<file path="src/design/iepfb_pkg.sv">
package iepfb_pkg;

  // configuration register indexes
  typedef enum logic [2:0] {
    REG_SOURCE_MAC     = 3'd0,
    REG_DEST_MAC       = 3'd1,
    REG_OWN_IP_ADDR    = 3'd2,
    REG_TARGET_ADDRESS = 3'd3,
    REG_PAYLOAD_BYTES  = 3'd4
  } cfg_reg_e;

  localparam int unsigned CfgIdxW  = 3;
  localparam int unsigned CfgDataW = 48;
  localparam int unsigned PlenW    = 7;
  localparam int unsigned WordIdxW = 6;

  localparam logic [PlenW-1:0] MAX_PAYLOAD_BYTES = 7'd86;
  localparam logic [PlenW-1:0] PLEN_RESET        = 7'd20;

  // frame word positions
  localparam logic [WordIdxW-1:0] W_ETH_TYPE      = 6'd6;
  localparam logic [WordIdxW-1:0] W_IP_FIRST      = 6'd7;
  localparam logic [WordIdxW-1:0] W_IP_LEN        = 6'd8;
  localparam logic [WordIdxW-1:0] W_IP_ID         = 6'd9;
  localparam logic [WordIdxW-1:0] W_IP_FLAGS      = 6'd10;
  localparam logic [WordIdxW-1:0] W_IP_TTL        = 6'd11;
  localparam logic [WordIdxW-1:0] W_IP_CSUM       = 6'd12;
  localparam logic [WordIdxW-1:0] W_IP_LAST       = 6'd16;
  localparam logic [WordIdxW-1:0] W_ICMP_FIRST    = 6'd17;
  localparam logic [WordIdxW-1:0] W_ICMP_CSUM     = 6'd18;
  localparam logic [WordIdxW-1:0] W_ICMP_ID       = 6'd19;
  localparam logic [WordIdxW-1:0] W_ICMP_SEQ      = 6'd20;
  localparam logic [WordIdxW-1:0] W_PAYLOAD_FIRST = 6'd21;

  // header constants
  localparam logic [15:0] ETHERTYPE_IPV4 = 16'h0800;
  localparam logic [15:0] IP_VER_TOS     = 16'h4500;
  localparam logic [15:0] IP_HDR_ICMP    = 16'd28;
  localparam logic [15:0] IP_ID          = 16'habcd;
  localparam logic [15:0] IP_FLAGS_DF    = 16'h4000;
  localparam logic [7:0]  IP_PROTO_ICMP  = 8'h01;
  localparam logic [15:0] ICMP_ECHO_REQ  = 16'h0800;
  localparam logic [15:0] ICMP_ID        = 16'h1234;
  localparam logic [15:0] ICMP_SEQ       = 16'h0001;

  localparam logic [1:0] CNT_ONE = 2'd1;
  localparam logic [1:0] CNT_TWO = 2'd2;

  typedef struct packed {
    logic [47:0]      source_mac;
    logic [47:0]      dest_mac;
    logic [31:0]      own_ip_addr;
    logic [31:0]      target_address;
    logic [PlenW-1:0] payload_bytes;
  } cfg_t;

  // checksum accumulator control
  typedef struct packed {
    logic clr;
    logic add;
  } csum_ctl_t;

  // one generated frame word
  typedef struct packed {
    logic [15:0] word;
    logic [1:0]  cnt;
    logic        last;
  } gen_word_t;

endpackage

</file>
<file path="src/design/iepfb_if.sv">
interface iepfb_req_if;
  logic       valid;
  logic       ready;
  logic [7:0] probe_ttl;

  modport source (output valid, output probe_ttl, input ready);
  modport sink (input valid, input probe_ttl, output ready);
endinterface

interface iepfb_word_if;
  logic        valid;
  logic        ready;
  logic [15:0] frame_word;
  logic [1:0]  byte_count;
  logic        last_word;

  modport source (output valid, output frame_word, output byte_count, output last_word,
                  input ready);
  modport sink (input valid, input frame_word, input byte_count, input last_word,
                output ready);
endinterface

</file>
<file path="src/design/iepfb_csum_unit.sv">
module iepfb_csum_unit (
  input  logic                 clk_i,
  input  logic                 rst_ni,
  input  iepfb_pkg::csum_ctl_t ctl_i,
  input  logic [15:0]          word_i,
  output logic [15:0]          csum_o
);
  import iepfb_pkg::*;

  logic [15:0] acc_q, acc_d;
  logic [16:0] sum;

  // ones'-complement add with end-around carry
  always_comb begin
    sum   = {1'b0, acc_q} + {1'b0, word_i};
    acc_d = acc_q;
    if (ctl_i.clr) begin
      acc_d = '0;
    end else if (ctl_i.add) begin
      acc_d = sum[15:0] + {15'd0, sum[16]};
    end
  end

  always_ff @(posedge clk_i or negedge rst_ni) begin
    if (!rst_ni) begin
      acc_q <= '0;
    end else begin
      acc_q <= acc_d;
    end
  end

  // complemented running sum
  assign csum_o = ~acc_q;

endmodule

</file>
<file path="src/design/iepfb_word_gen.sv">
module iepfb_word_gen (
  input  iepfb_pkg::cfg_t                         cfg_i,
  input  logic [iepfb_pkg::PlenW-1:0]             plen_i,
  input  logic [7:0]                              ttl_i,
  input  logic [15:0]                             ip_csum_i,
  input  logic [15:0]                             icmp_csum_i,
  input  logic [iepfb_pkg::WordIdxW-1:0]          idx_i,
  output iepfb_pkg::gen_word_t                    gen_o
);
  import iepfb_pkg::*;

  logic [WordIdxW-1:0] k;
  logic [PlenW-1:0]    hi_byte;
  logic                lo_ok;
  logic [PlenW:0]      half;
  logic [WordIdxW-1:0] last_idx;

  // payload byte pair and final word position
  always_comb begin
    k        = idx_i - W_PAYLOAD_FIRST;
    hi_byte  = {k, 1'b0};
    lo_ok    = ({1'b0, hi_byte} + 8'd1) < {1'b0, plen_i};
    half     = ({1'b0, plen_i} + 8'd1) >> 1;
    last_idx = W_ICMP_SEQ + half[WordIdxW-1:0];
  end

  // word decoder
  always_comb begin
    gen_o.last = (idx_i == last_idx);
    gen_o.cnt  = (gen_o.last && plen_i[0]) ? CNT_ONE : CNT_TWO;
    unique case (idx_i)
      6'd0:         gen_o.word = cfg_i.dest_mac[47:32];
      6'd1:         gen_o.word = cfg_i.dest_mac[31:16];
      6'd2:         gen_o.word = cfg_i.dest_mac[15:0];
      6'd3:         gen_o.word = cfg_i.source_mac[47:32];
      6'd4:         gen_o.word = cfg_i.source_mac[31:16];
      6'd5:         gen_o.word = cfg_i.source_mac[15:0];
      W_ETH_TYPE:   gen_o.word = ETHERTYPE_IPV4;
      W_IP_FIRST:   gen_o.word = IP_VER_TOS;
      W_IP_LEN:     gen_o.word = IP_HDR_ICMP + {9'd0, plen_i};
      W_IP_ID:      gen_o.word = IP_ID;
      W_IP_FLAGS:   gen_o.word = IP_FLAGS_DF;
      W_IP_TTL:     gen_o.word = {ttl_i, IP_PROTO_ICMP};
      W_IP_CSUM:    gen_o.word = ip_csum_i;
      6'd13:        gen_o.word = cfg_i.own_ip_addr[31:16];
      6'd14:        gen_o.word = cfg_i.own_ip_addr[15:0];
      6'd15:        gen_o.word = cfg_i.target_address[31:16];
      W_IP_LAST:    gen_o.word = cfg_i.target_address[15:0];
      W_ICMP_FIRST: gen_o.word = ICMP_ECHO_REQ;
      W_ICMP_CSUM:  gen_o.word = icmp_csum_i;
      W_ICMP_ID:    gen_o.word = ICMP_ID;
      W_ICMP_SEQ:   gen_o.word = ICMP_SEQ;
      default:      gen_o.word = {1'b0, hi_byte, lo_ok ? {1'b0, hi_byte | 7'd1} : 8'd0};
    endcase
  end

endmodule

</file>
<file path="src/design/icmp_echo_probe_frame_builder.sv">
// channel | dir | payload                               | accepted when
// req_i   | in  | probe_ttl                             | valid && ready
// word_o  | out | frame_word, byte_count, last_word     | valid && ready
// cfg     | in  | cfg_idx_i, cfg_wdata_i                | cfg_we_i
//
// one request builds a frame of N = 21 + ceil(payload/2) words
// (up to 64); the single ones'-complement adder sums the ip header, then the
// icmp part, then the frame is streamed one word a cycle while word_o is not stalled
// req_i.ready is high only while idle; the last word may still wait in the output register
// reset clears control and config (payload_bytes to 20); a stall on word_o holds the sequencer
module icmp_echo_probe_frame_builder (
  input  logic                             clk_i,
  input  logic                             rst_ni,
  input  logic                             cfg_we_i,
  input  logic [iepfb_pkg::CfgIdxW-1:0]    cfg_idx_i,
  input  logic [iepfb_pkg::CfgDataW-1:0]   cfg_wdata_i,
  iepfb_req_if.sink                        req_i,
  iepfb_word_if.source                     word_o
);
  import iepfb_pkg::*;

  typedef enum logic [2:0] {
    ST_IDLE,
    ST_IP_SUM,
    ST_IP_FIN,
    ST_ICMP_SUM,
    ST_ICMP_FIN,
    ST_EMIT
  } state_e;

  cfg_t                cfg_q;
  state_e              state_q, state_d;
  logic [WordIdxW-1:0] idx_q, idx_d;
  logic [7:0]          ttl_q, ttl_d;
  logic [PlenW-1:0]    plen_q, plen_d;
  logic [15:0]         ip_csum_q, ip_csum_d;
  logic [15:0]         icmp_csum_q, icmp_csum_d;
  logic                out_valid_q, out_valid_d;
  logic [15:0]         out_word_q, out_word_d;
  logic [1:0]          out_cnt_q, out_cnt_d;
  logic                out_last_q, out_last_d;

  csum_ctl_t   csum_ctl;
  logic [15:0] csum;
  gen_word_t   gen;
  logic        req_fire;
  logic        out_free;

  // configuration writes
  always_ff @(posedge clk_i or negedge rst_ni) begin
    if (!rst_ni) begin
      cfg_q <= '{payload_bytes: PLEN_RESET, default: '0};
    end else if (cfg_we_i) begin
      unique case (cfg_reg_e'(cfg_idx_i))
        REG_SOURCE_MAC:     cfg_q.source_mac     <= cfg_wdata_i;
        REG_DEST_MAC:       cfg_q.dest_mac       <= cfg_wdata_i;
        REG_OWN_IP_ADDR:    cfg_q.own_ip_addr    <= cfg_wdata_i[31:0];
        REG_TARGET_ADDRESS: cfg_q.target_address <= cfg_wdata_i[31:0];
        REG_PAYLOAD_BYTES:  cfg_q.payload_bytes  <= cfg_wdata_i[PlenW-1:0];
        default: ;
      endcase
    end
  end

  iepfb_word_gen u_word_gen (
    .cfg_i       (cfg_q),
    .plen_i      (plen_q),
    .ttl_i       (ttl_q),
    .ip_csum_i   (ip_csum_q),
    .icmp_csum_i (icmp_csum_q),
    .idx_i       (idx_q),
    .gen_o       (gen)
  );

  iepfb_csum_unit u_csum (
    .clk_i  (clk_i),
    .rst_ni (rst_ni),
    .ctl_i  (csum_ctl),
    .word_i (gen.word),
    .csum_o (csum)
  );

  assign req_i.ready = (state_q == ST_IDLE);
  assign req_fire    = req_i.valid && req_i.ready;
  assign out_free    = !out_valid_q || word_o.ready;

  // sequencer
  always_comb begin
    state_d     = state_q;
    idx_d       = idx_q;
    ttl_d       = ttl_q;
    plen_d      = plen_q;
    ip_csum_d   = ip_csum_q;
    icmp_csum_d = icmp_csum_q;
    out_valid_d = out_valid_q && !word_o.ready;
    out_word_d  = out_word_q;
    out_cnt_d   = out_cnt_q;
    out_last_d  = out_last_q;
    csum_ctl    = '0;
    unique case (state_q)
      ST_IDLE: begin
        if (req_fire) begin
          ttl_d        = req_i.probe_ttl;
          plen_d       = (cfg_q.payload_bytes > MAX_PAYLOAD_BYTES) ?
                         MAX_PAYLOAD_BYTES : cfg_q.payload_bytes;
          ip_csum_d    = '0;
          icmp_csum_d  = '0;
          idx_d        = W_IP_FIRST;
          csum_ctl.clr = 1'b1;
          state_d      = ST_IP_SUM;
        end
      end
      ST_IP_SUM: begin
        csum_ctl.add = 1'b1;
        if (idx_q == W_IP_LAST) begin
          state_d = ST_IP_FIN;
        end else begin
          idx_d = idx_q + 6'd1;
        end
      end
      ST_IP_FIN: begin
        ip_csum_d    = csum;
        csum_ctl.clr = 1'b1;
        idx_d        = W_ICMP_FIRST;
        state_d      = ST_ICMP_SUM;
      end
      ST_ICMP_SUM: begin
        csum_ctl.add = 1'b1;
        if (gen.last) begin
          state_d = ST_ICMP_FIN;
        end else begin
          idx_d = idx_q + 6'd1;
        end
      end
      ST_ICMP_FIN: begin
        icmp_csum_d = csum;
        idx_d       = '0;
        state_d     = ST_EMIT;
      end
      ST_EMIT: begin
        if (out_free) begin
          out_valid_d = 1'b1;
          out_word_d  = gen.word;
          out_cnt_d   = gen.cnt;
          out_last_d  = gen.last;
          if (gen.last) begin
            state_d = ST_IDLE;
          end else begin
            idx_d = idx_q + 6'd1;
          end
        end
      end
      default: state_d = ST_IDLE;
    endcase
  end

  always_ff @(posedge clk_i or negedge rst_ni) begin
    if (!rst_ni) begin
      state_q     <= ST_IDLE;
      idx_q       <= '0;
      ttl_q       <= '0;
      plen_q      <= '0;
      ip_csum_q   <= '0;
      icmp_csum_q <= '0;
      out_valid_q <= 1'b0;
      out_word_q  <= '0;
      out_cnt_q   <= '0;
      out_last_q  <= 1'b0;
    end else begin
      state_q     <= state_d;
      idx_q       <= idx_d;
      ttl_q       <= ttl_d;
      plen_q      <= plen_d;
      ip_csum_q   <= ip_csum_d;
      icmp_csum_q <= icmp_csum_d;
      out_valid_q <= out_valid_d;
      out_word_q  <= out_word_d;
      out_cnt_q   <= out_cnt_d;
      out_last_q  <= out_last_d;
    end
  end

  assign word_o.valid      = out_valid_q;
  assign word_o.frame_word = out_word_q;
  assign word_o.byte_count = out_cnt_q;
  assign word_o.last_word  = out_last_q;

  // a request always starts the ip header sum
  a_req_starts_sum: assert property (@(posedge clk_i) disable iff (!rst_ni)
    req_fire |=> state_q == ST_IP_SUM)
    else $error("request did not start checksum pass");

  // new output words only come out of the emit phase
  a_word_from_emit: assert property (@(posedge clk_i) disable iff (!rst_ni)
    $rose(out_valid_q) |-> $past(state_q == ST_EMIT))
    else $error("output word outside emit phase");

  // a short word is always the final one
  a_short_is_last: assert property (@(posedge clk_i) disable iff (!rst_ni)
    out_valid_q && out_cnt_q == CNT_ONE |-> out_last_q)
    else $error("padded word not marked last");

  // emit ends only after handing out the final word
  a_emit_end: assert property (@(posedge clk_i) disable iff (!rst_ni)
    $past(state_q == ST_EMIT) && state_q == ST_IDLE |-> out_valid_q && out_last_q)
    else $error("frame ended without final word");

endmodule
</file>
<file path="src/flat_wrapper.sv">
// flat-port wrapper written by rule: the top's interface ports become plain ports
module icmp_echo_probe_frame_builder_flat import iepfb_pkg::*;
  (clk_i, rst_ni, cfg_we_i, cfg_idx_i, cfg_wdata_i, req_i_valid, req_i_probe_ttl, req_i_ready, word_o_valid, word_o_frame_word, word_o_byte_count, word_o_last_word, word_o_ready);
  iepfb_req_if req_i_i ();
  iepfb_word_if word_o_i ();
  input  logic clk_i;
  input  logic rst_ni;
  input  logic cfg_we_i;
  input  logic [iepfb_pkg::CfgIdxW-1:0] cfg_idx_i;
  input  logic [iepfb_pkg::CfgDataW-1:0] cfg_wdata_i;
  input wire logic [$bits(req_i_i.valid)-1:0] req_i_valid;
  input wire logic [$bits(req_i_i.probe_ttl)-1:0] req_i_probe_ttl;
  output wire logic [$bits(req_i_i.ready)-1:0] req_i_ready;
  output wire logic [$bits(word_o_i.valid)-1:0] word_o_valid;
  output wire logic [$bits(word_o_i.frame_word)-1:0] word_o_frame_word;
  output wire logic [$bits(word_o_i.byte_count)-1:0] word_o_byte_count;
  output wire logic [$bits(word_o_i.last_word)-1:0] word_o_last_word;
  input wire logic [$bits(word_o_i.ready)-1:0] word_o_ready;
  assign req_i_i.valid = req_i_valid;
  assign req_i_i.probe_ttl = req_i_probe_ttl;
  assign req_i_ready = req_i_i.ready;
  assign word_o_valid = word_o_i.valid;
  assign word_o_frame_word = word_o_i.frame_word;
  assign word_o_byte_count = word_o_i.byte_count;
  assign word_o_last_word = word_o_i.last_word;
  assign word_o_i.ready = word_o_ready;
  icmp_echo_probe_frame_builder u_core (.clk_i(clk_i), .rst_ni(rst_ni), .cfg_we_i(cfg_we_i), .cfg_idx_i(cfg_idx_i), .cfg_wdata_i(cfg_wdata_i), .req_i(req_i_i), .word_o(word_o_i));
endmodule
</file>
<file path="config.mk">
export PLATFORM = sky130hd
export DESIGN_NAME = icmp_echo_probe_frame_builder_flat
export DESIGN_NICKNAME = d
export VERILOG_FILES = /design/src/design/iepfb_pkg.sv /design/src/design/iepfb_if.sv /design/src/design/iepfb_csum_unit.sv /design/src/design/iepfb_word_gen.sv /design/src/design/icmp_echo_probe_frame_builder.sv /design/src/flat_wrapper.sv
export SDC_FILE = /design/constraint.sdc
export NUM_CORES = 1
export LEC_CHECK = 0
export ABC_AREA = 1
export ABC_CLOCK_PERIOD_IN_PS = 4730
export BUFFER_PORTS_ARGS = -buffer_cell sky130_fd_sc_hd__buf_2
export CAP_MARGIN = 20
export CORE_MARGIN = 3
export CORE_UTILIZATION = 40
export DETAILED_ROUTE_END_ITERATION = 8
export PLACE_DENSITY_LB_ADDON = 0.2
export RECOVER_POWER = 100
export SLEW_MARGIN = 20
export SYNTH_ARGS = -nofsm -noshare
export SYNTH_HDL_FRONTEND = slang
export SYNTH_SLANG_ARGS = --single-unit
export TNS_END_PERCENT = 5
</file>
<file path="constraint.sdc">
create_clock -name clk_i -period 4.73 [get_ports clk_i]
set_input_delay 0.473 -clock clk_i [delete_from_list [all_inputs] [get_ports clk_i]]
set_output_delay 0.473 -clock clk_i [all_outputs]
set_load 0.01 [all_outputs]
</file>
==> flow_summary.ini <==
[layout]
nets = 1995
finalNonFillerCells = 2361
n_fill_cell = 3276
layout-drive-gt1-share_pct = 17.67
synthToLayoutAreaGrowth_pct = 21.84
diodes = 0
multiInputGateArea_um2 = 6267
register_area_um2 = 6486

[min_path]
hold_class = input pin to flop

[route]
drc = 0
dr_wl_met3_mm = 2.601
vias_per_cell = 5.292
avgRoutedWirePerCell_um = 19.22
drtIter0Drc = 1242
wl_met2_mm = 20.43
drtPass1Iterations = 5
ant_nets = 0
met1Wirelength_mm = 20.71
routed.top_layer = met4
vias = 12490
routed_wl_mm = 45.38

[clocking]
root_buffer = clkbuf_16
insertion_delay_ps = 580
cts_made_buffers = 30
cts_max_path_buffers = 3
htreeDepth = 1
cts.clk_slew.worst_paths_ps = 60
cts_tree = yes
cts_num_sinks = 259

[timing]
fin_crit_sh_pct = 97.77
finalSetupViolCount = 0
fmax_mhz = 216.2
hold_violations = 0
worstMarginPinSlew_ps = 3690
skew_ps = 16.52
setup_slack_ps = 105.5
min_period_ps = 4624
slew_violations = 365
slew_headroom_pct = -146.0

[pwr]
peakVddDrop_mv = 0.2815
clkPwrFrac_pct = 25.1
powerDensity_nw_per_um2 = 557.5
power.switching_mw = 3.673
pwr-share-seq_pct = 33.5
p_int_mw = 5.453
p_comb_share_pct = 41.4
switching_share_pct = 40.24
p_leak_nw = 8.365

[logic_synthesis]
synth_nets = 1824
synthCells = 1727
async_reset_ff_share_pct = 100.0
synth_warnings = 0
ys.flop_type = dfrtp_1
ys_ff_latch = 259
synthTopCellsByArea = dfrtp_1 48%, nand2_1 17%, o21ai_0 8.2%
synth_edf_count = 0
synth_top_area_share_pct = 47.87
synth_area_per_cell_um2 = 7.779
yosys.area.top_type = dfrtp_1
seq_area_frac_synth_pct = 48.26
syn_area_um2 = 13430
synth_cell_types = 52

[setup_path]
endpoint_kind = flop
worst-setup-path-type = flop to flop
crit_path_top_delay_cell = dfrtp_1
required_ps = 5240
path_max_fanout = 6
worstPathArrival_ps = 5130
cp-start-kind = flop
r2r_slack_ps = 110
cp_common_cell = nand2_2
cp_slowest_stage_delay_ps = 380

[global_routing]
antenna_found_initial = 0
grt_usage_pct = 24.78
grt_max_degree = 123
grt_pass1_vias = 11880
overflow = 0
grt_first_pass_wirelength_mm = 69.73

[run]
cap_violations = 5

[floorplan]
ioPinCount = 85
rows = 66
initial_core_util_pct = 40.98
die_width_um = 189.3
die_h_um = 189.3
placeableCoreArea_um2 = 32780
dieArea_um2 = 35820

[outcome]
status = finished, violations left
violations = capacitance limit, slew limit

[placement]
place_ws_ps = -1.511
gp_congestion = 0.9619
io_buffers = 84
hpwl_mm = 32.77
dp_cells = 2274
==> metrics by stage <==
stage	util (%)	hold WS [ps]	TNS (ps)	cell area, um2	total power [mW]
after floorplan	-	177.4	0	13430	5.091
after global placement	45.30	461.5	0	14850	6.361
after detailed placement	45.30	463.1	-1.511	14850	6.404
after CTS	48.46	99.88	0	15890	8.733
after global routing	49.93	117.9	-1095	16370	9.753
final	49.93	119.0	0	16370	9.126
==> final cells by class <==
| cell class | count | share of cell area [%] |
|---|---|---|
| flip-flops and latches | 259 | 39.63 |
| multi-input cells | 1208 | 38.29 |
| repair buffers | 200 | 8.202 |
| clock buffers | 47 | 5.221 |
| inverters | 198 | 4.602 |
| well taps | 442 | 3.379 |
| clock inverters | 6 | 0.6421 |
| repair inverters | 1 | 0.03822 |
==> flip-flops by register name, indices dropped and copies added (netlist names), 2 cells and up <==
name	cells
u_core.ttl_q	8
u_core.idx_q	6
u_core.icmp_csum_q	16
u_core.word_o.frame_word	16
u_core.state_q	3
u_core.word_o.byte_count	2
u_core.u_csum.acc_q	16
u_core.cfg_q	167
u_core.ip_csum_q	16
u_core.plen_q	7
==> placed cells by master, fill, tap and decap left out, types with 10 or more instances in the layout <==
cell type and n:
nand3_2 10, buf_2 61, a21oi_1 29, o21ai_0 218
clkbuf_1 42, inv_1 172, nand2_1 573, nand3_1 70
nand4_1 33, inv_2 22, nor2_2 15, clkbuf_16 30
xor2_1 10, ha_4 10, ha_1 18, nand2_2 23
buf_4 97, o22ai_1 26, nor2_1 56, dfrtp_1 255
==> metal layers <==
layer	vias to the layer above	global-route usage, %
met3	87	2.907
met5	-	0
li1	5951	-
met2	447	38.88
met4	0	8.303
met1	6009	35.85
==> kinds of logic (layout without fill, tap and decap cells) <==
| group | count (synthesis) | count (layout) | share of synthesized area, % |
|---|---|---|---|
| xor gates and xnor gates | 19 | 19 | 1.239 |
| adders and majority gates | 33 | 33 | 3.129 |
| buffers and inverters | 261 | 452 | 7.712 |
| and+or+nand+nor | 822 | 823 | 25.98 |
| AOI/OAI and AO/OA | 333 | 333 | 13.68 |
| DFF | 259 | 259 | 48.26 |
==> Yosys cell counts, drive strengths merged, types with 3 or more instances <==
cell and count:
nor3 13, a221oi 8, nand3 80, nor4 4, o21ai 231, buf 25, o211ai 6, dfrtp 257
nand4 33, inv 196, and2 3, nor2 79, nand3b 6, a211oi 5, clkbuf 38, a21oi 32
nand2 600, a22oi 3, ha 32, xnor2 7, xor2 12, or2 3, a22o 9, o22ai 26
==> timing repair <==
action                                 CTS  global route
resized for setup                        3            91
hold buffers                             1             0
buffers inserted                         8            22
cloned                                   0             2
pin swaps                                2            25
endpoints found under the hold margin   90             0
setup endpoints to repair                3            12
==> worst paths after layout <==
kind,from,to,depth (start not counted)
max reg2reg,u_core.idx_q[1],u_core.u_csum.acc_q[15],35
min in group asynchronous,rst_ni,u_core.idx_q[0],2
max in group asynchronous,rst_ni,u_core.word_o.frame_word[7],3
min reg2reg,u_core.word_o.frame_word[9],u_core.word_o.frame_word[9],2
min,req_i_probe_ttl[7],u_core.ttl_q[7],3
max,u_core.idx_q[1],u_core.u_csum.acc_q[15],35
==> worst max-delay path, delay by kind of cell (launching register included) <==
family | cells | cell delay (ps)
AOI/OAI and AO/OA | 5 | 680
DFF | 1 | 380
and+or+nand+nor | 18 | 1540
adders and majority gates | 5 | 1250
xor gates and xnor gates | 1 | 220
buffers and inverters | 6 | 490
==> power groups by stage <==
stage                     clock [mW]  combinational, mW  sequential (mW)
after global placement             0               3.31             3.05
final                           2.29               3.78             3.06
after global routing            2.42               4.23             3.11
after detailed placement           0               3.34             3.07
after floorplan                    0               2.15             2.94
after CTS                       2.32               3.38             3.03
(Power assumes the default switching activity.)
